File: config.mk
export PLATFORM = sky130hd
export DESIGN_NAME = sppd_div
export DESIGN_NICKNAME = d
export VERILOG_FILES = /design/src/sv/sppd_div.sv
export SDC_FILE = /design/constraint.sdc
export NUM_CORES = 1
export LEC_CHECK = 0
export BUFFER_PORTS_ARGS = -buffer_cell sky130_fd_sc_hd__buf_2
export CORE_MARGIN = 2
export CORE_UTILIZATION = 64
export DETAILED_ROUTE_END_ITERATION = 7
export PLACE_DENSITY_LB_ADDON = 0.3
export SLEW_MARGIN = 0
export SYNTH_ARGS = -nofsm -noshare
export SYNTH_HDL_FRONTEND = slang
export SYNTH_SLANG_ARGS = --single-unit
File: constraint.sdc
create_clock -name clk -period 6.4 [get_ports clk]
set_clock_uncertainty 0.15 [all_clocks]
set_input_delay 0.96 -clock clk [delete_from_list [all_inputs] [get_ports clk]]
set_output_delay 0.96 -clock clk [all_outputs]
set_load 0.05 [all_outputs]
File: src/sv/sppd_div.sv
`timescale 1ns / 1ps
`default_nettype none

module sppd_div #(
	parameter int NW = 64,
	parameter int VW = 33,
	parameter int QW = 16
) (
	input  wire logic           clk,
	input  wire logic           arst_n,
	input  wire logic           start,
	input  wire logic [NW-1:0]  num,
	input  wire logic [VW-1:0]  dvs,
	output logic                done,
	output logic [QW-1:0]       quo
);

	localparam int CNTW = $clog2(QW + 1);

	logic [NW-1:0]   rem_q;
	logic [NW-1:0]   sub_q;
	logic [QW-1:0]   quo_q;
	logic [CNTW-1:0] cnt_q;
	logic            busy_q;
	logic            done_q;
	logic            ge;

	assign ge = rem_q >= sub_q;

	always_ff @(posedge clk or negedge arst_n) begin
		if (!arst_n) begin
			busy_q <= 1'b0;
			done_q <= 1'b0;
			cnt_q  <= '0;
		end else begin
			done_q <= 1'b0;
			if (start) begin
				busy_q <= 1'b1;
				cnt_q  <= CNTW'(QW);
			end else if (busy_q) begin
				cnt_q <= cnt_q - CNTW'(1);
				if (cnt_q == CNTW'(1)) begin
					busy_q <= 1'b0;
					done_q <= 1'b1;
				end
			end
		end
	end

	// restoring division: one quotient bit per cycle, divisor walks down
	always_ff @(posedge clk) begin
		if (start) begin
			rem_q <= num;
			sub_q <= NW'(dvs) << (QW - 1);
		end else if (busy_q) begin
			if (ge) begin
				rem_q <= rem_q - sub_q;
			end
			sub_q <= sub_q >> 1;
			quo_q <= {quo_q[QW-2:0], ge};
		end
	end

	assign done = done_q;
	assign quo  = quo_q;

endmodule

`default_nettype wire

* Word-level counts from Yosys, hierarchy flattened
Index checks and enable logic that the tools add are counted. W data, S select, Z words.
Storage, ports and cells: flip-flop bits (word level) 135, latch bits 0, RAM bits 0, ROM bits 0, output and inout port bits 17, word-level logic and storage cells 29, memories 0
Operators by class: add/subtract/negate cells 2, multipliers 0, div/mod/pow operators 0, magnitude comparators 1, eq/ne operators 1, shift-type cells 0, muxes and demuxes 13, bitwise logic cells 1, reduce and logical (&&, ||, !) cells 4
Operators with widths (count):
- $mux W64 | 3
- $mux W48 | 2
- $ge A64 B48 Y1 | 1
- $sub A64 B48 Y64 | 1
- $mux W5 | 2
- $mux W1 | 6
- $eq A5 B1 Y1 const B | 1
- $sub A5 B1 Y5 const B | 1
- $reduce_and A2 Y1 | 2
- $reduce_bool A2 Y1 | 2
- $not A1 Y1 | 1

* Depth between registers and ports, before layout
depth after elaboration 4, gate-level depth with buffers 13, depth with buffers taken out 13

* Least setup slack after synthesis
No wires, ideal clock.
path type register to register, start point reg rem_q[0], end point reg rem_q[0], enable pin, library setup time 0.421 ns, data arrival time 3.551 ns, data required time 5.829 ns, path slack 2.278 ns, stages on the path, launching flop included 14, buffers on the path 0, path through edfxtp_1 > inv_1 > ha_1 > inv_1 > fa_1 > a21oi_1 > o211ai_1 > o211ai_1 > o221ai_1 > a31oi_1 > nor3_2 > nor3_1 > nand4b_1 > a21o_1
Between the ends: longest elaborated chain between the ends 3
RTL lines:
- start: declaration | line 20 | logic [NW-1:0] rem_q;
- start signal: assignment | line 53 | rem_q <= num;
- start signal: assignment | line 57 | rem_q <= rem_q - sub_q;
- $ge A64 B48 Y1 | line 28 | assign ge = rem_q >= sub_q;
- named net ge | line 26 | logic ge;
- $reduce_bool A2 Y1 (no source line)
- $reduce_and A2 Y1 (no source line)
The timed path passes the listed nets, and every way through them passes these cells. A chain may end at the register's enable or synchronous reset.

* Worst setup path in the final report
start point reg rem_q[0], end point reg rem_q[38], enable pin
The elaborated chain is that of the path after synthesis.

==> summary.txt <==
Pwr
  – LEAKAGE: about 4.3 nW
  – Peak VDD IR: around 0.26 mV
  – Pwr dens: 474 nW/um2

Drt
  – Routed vias: about 7.6k
  – Wirelength per Cell: approximately 17 um
  – Routed WL: about 22,000 um
  – Drt drc: 0
  – Vias/cell: roughly 6.0
  – Post-route ant nets: 0
  – Starting DRC count in detailed routing: roughly 730
  – DR pass1 iterations: 7

Die
  – Core area: 13,800 um2
  – Initial Utilization: 0.652
  – Die Footprint: between 10,000 and 15,000 um2
  – Die width: roughly 120 um
  – Site row count: 43
  – Die Height: 122 um
  – IO Count: 117

Layout
  – Final core utilization: 0.740
  – Most frequent cells in the layout: nand2_1 (170), buf_2 (115), edfxtp_1 (113), o21ai_0 (96), inv_1 (66)
  – Commonest non-fill, non-tap cell in the layout: nand2_1
  – Fill cells: around 1.0k
  – Synth-to-Final Area Change: 13.5%
  – Layout cells sized above 1: 0.160
  – Diodes inserted: 0
  – Cell area after layout: approximately 10,000 um2
  – Nets: between 1k and 1.5k
  – Finished Layout Cells: between 1k and 1.5k

Worst setup path
  – Setup CP Type: reg2reg
  – Worst-path cell chain: inv_1, ha_1, inv_1, fa_1, a21oi_1, o211ai_1, o211ai_1, o221ai_1, a31oi_1, nor3_2, nor3_1, nand4b_1, a21o_2, buf_4
  – CP max FO: between 40 and 50
  – Critical path endpoint category: flop
  – Crit path arrival time: about 4.6 ns
  – Setup slack, reg-to-reg: between 1.5 and 2 ns
  – Crit path required time: 6.34 ns
  – Worst stage delay on the critical path: 0.86 ns
  – Crit path launch type: flop
  – CP max stage cell: a21o_2

Clock tree
  – Postcts setup bufs: 0
  – H-tree depth: 4
  – CTS tree: built
  – Clock Pin Slew Worst Setup and Hold Paths: around 0.060 ns
  – Clk root buf: clkbuf_16
  – Sink Count: between 100 and 150
  – Worst-Skew Late Latency: between 0.4 and 0.5 ns
  – CTS Buffer Depth: 2
  – Hold_buf cts: 0
  – CTS buffer count: 17
  – # resized after CTS: 0

STA
  – Slew Limit Fails: 0
  – Fmax: 0.217 GHz
  – Worst-margin pin slew: 1.07 ns
  – Hold Vio Cnt, Final: 0
  – Setup Total Neg Slack: 0 ns
  – RSZ-0062 raised after global routing: false
  – Period minus WS final: ~4.6 ns
  – Final hold slack: approximately 0.2 ns
  – Final setup fails: 0
  – Worst relative slew slack: 0.285
  – Ratio of final minimum period to clock period: 0.722

Synthesis
  – Cell variety after synth: approximately 70
  – Syn Area/Cell: about 9 um2
  – Sequential share of the synthesized area: 0.431
  – Post-Syn Nets: between 1k and 1.5k
  – Post-Syn Area: about 9000 um2
  – Ys Warns: 0
  – Top_reg_cell synth: edfxtp_1
  – Ys async rst share: 0.0519
  – Cell count after synthesis: 994
  – Synthesized flop and latch total: 135
  – Number of flops mapped to enable cells by yosys: 113

Placement
  – IO Port Bufs: 116
  – Placed cell count: between 1k and 1.5k
  – DP HPWL: 15,400 um
  – Post-Place Cell Area: 9630 um2
  – RePlAce Congestion: 0.955

Global routing
  – Largest net degree at the start of global routing: 122
  – Antenna violations before repair: 0
  – Gr ovfl total: 0
  – Vias in the first global route: 7,284
  – First-pass GRT wire length: approximately 35,000 um
  – All-Layer GR Usage: 0.297

Run status
  – Status: finished, final reports clean

Worst hold path
  – Hold WC Path Type: in2async

Run
  – Max capacitance violation total: 0
## worst max-delay path: cells and delay by family (launching register included)
family          cells  cell delay [ns]
fa+ha+maj           2             0.41
buf+inv             3             0.59
compound gates      6             2.15
flops               1             0.32
simple gates        3             0.63
## flip-flops by register name, indices dropped and copies added (netlist names)
name and flops:
done 1, sub_q 48, busy_q 1, rem_q 64, quo 16, cnt_q 5
## area by class of cell
class,instances,area [um2],share of cell area
inverters,66,248,0.0243
multi-input cells,744,4670,0.458
repair buffers,120,617,0.0605
clock buffers,18,429,0.0421
clock inverters,14,134,0.0131
flip-flops and latches,135,3870,0.380
well taps,180,225,0.0221
## synthesized netlist by cell type (all sizes together) (4+ instances only)
library cell  number  area share
o21a               6      0.0050
nand2            171       0.072
or2                6      0.0042
dfrtp              7       0.020
a21boi             5      0.0042
o211ai             7      0.0059
a21oi             63       0.035
nor4              10      0.0077
o21ai            116       0.066
o21bai            14       0.012
nand3              5      0.0028
and2               4      0.0028
nand2b             8      0.0056
a211o              5      0.0049
a211oi             5      0.0042
nor3              12      0.0072
buf                7      0.0036
mux2i             17       0.019
ha                50       0.070
a31oi              8      0.0056
mux2               6      0.0075
xnor2             38       0.037
nor2b              5      0.0035
dfxtp             15       0.033
a21o              24       0.020
o31ai              6      0.0077
edfxtp           113        0.38
nor2              62       0.026
and4               4      0.0039
xor2              24       0.023
clkbuf            42       0.018
nand4             21       0.015
inv               66       0.028
## metrics by stage
stage                     setup slack [ns]  power, mW
final                                 1.78       4.83
after global routing                  1.46       5.15
after CTS                             1.80       4.78
after detailed placement              1.82       3.81
after global placement                2.06       3.76
after floorplan                       2.28       3.26
## worst paths after layout
kind	cells past startpoint	start	endpoint
setup / recovery	14	rem_q[0]	rem_q[38]
hold / removal	1	arst_n	cnt_q[1]
setup reg to reg	14	rem_q[0]	rem_q[38]
hold reg to reg	0	quo[2]	quo[3]
max in group asynchronous	1	arst_n	busy_q
min in group clk	0	quo[2]	quo[3]
## per-layer routing
layer	global-route usage	routed length, um	vias to the layer above
li1	-	-	3756
met1	0.382	9430	3532
met2	0.495	10500	266
met3	0.0623	1250	49
met4	0.112	530	0
met5	0	0	-
## cells by family after synthesis
family,synth area share
muxes,0.0265
buffers and inverters,0.0489
xor gates and xnor gates,0.0605
and+or+nand+nor,0.163
DFF,0.431
AOI/OAI and AO/OA,0.199
adders and majority gates,0.0719
## where the power goes
group | switching [mW] | internal, mW
Sequential | 0.125 | 1.25
Clock | 0.380 | 0.567
Combinational | 1.52 | 0.986
Total | 2.03 | 2.80
No activity file was read; power rests on OpenSTA's default activity.
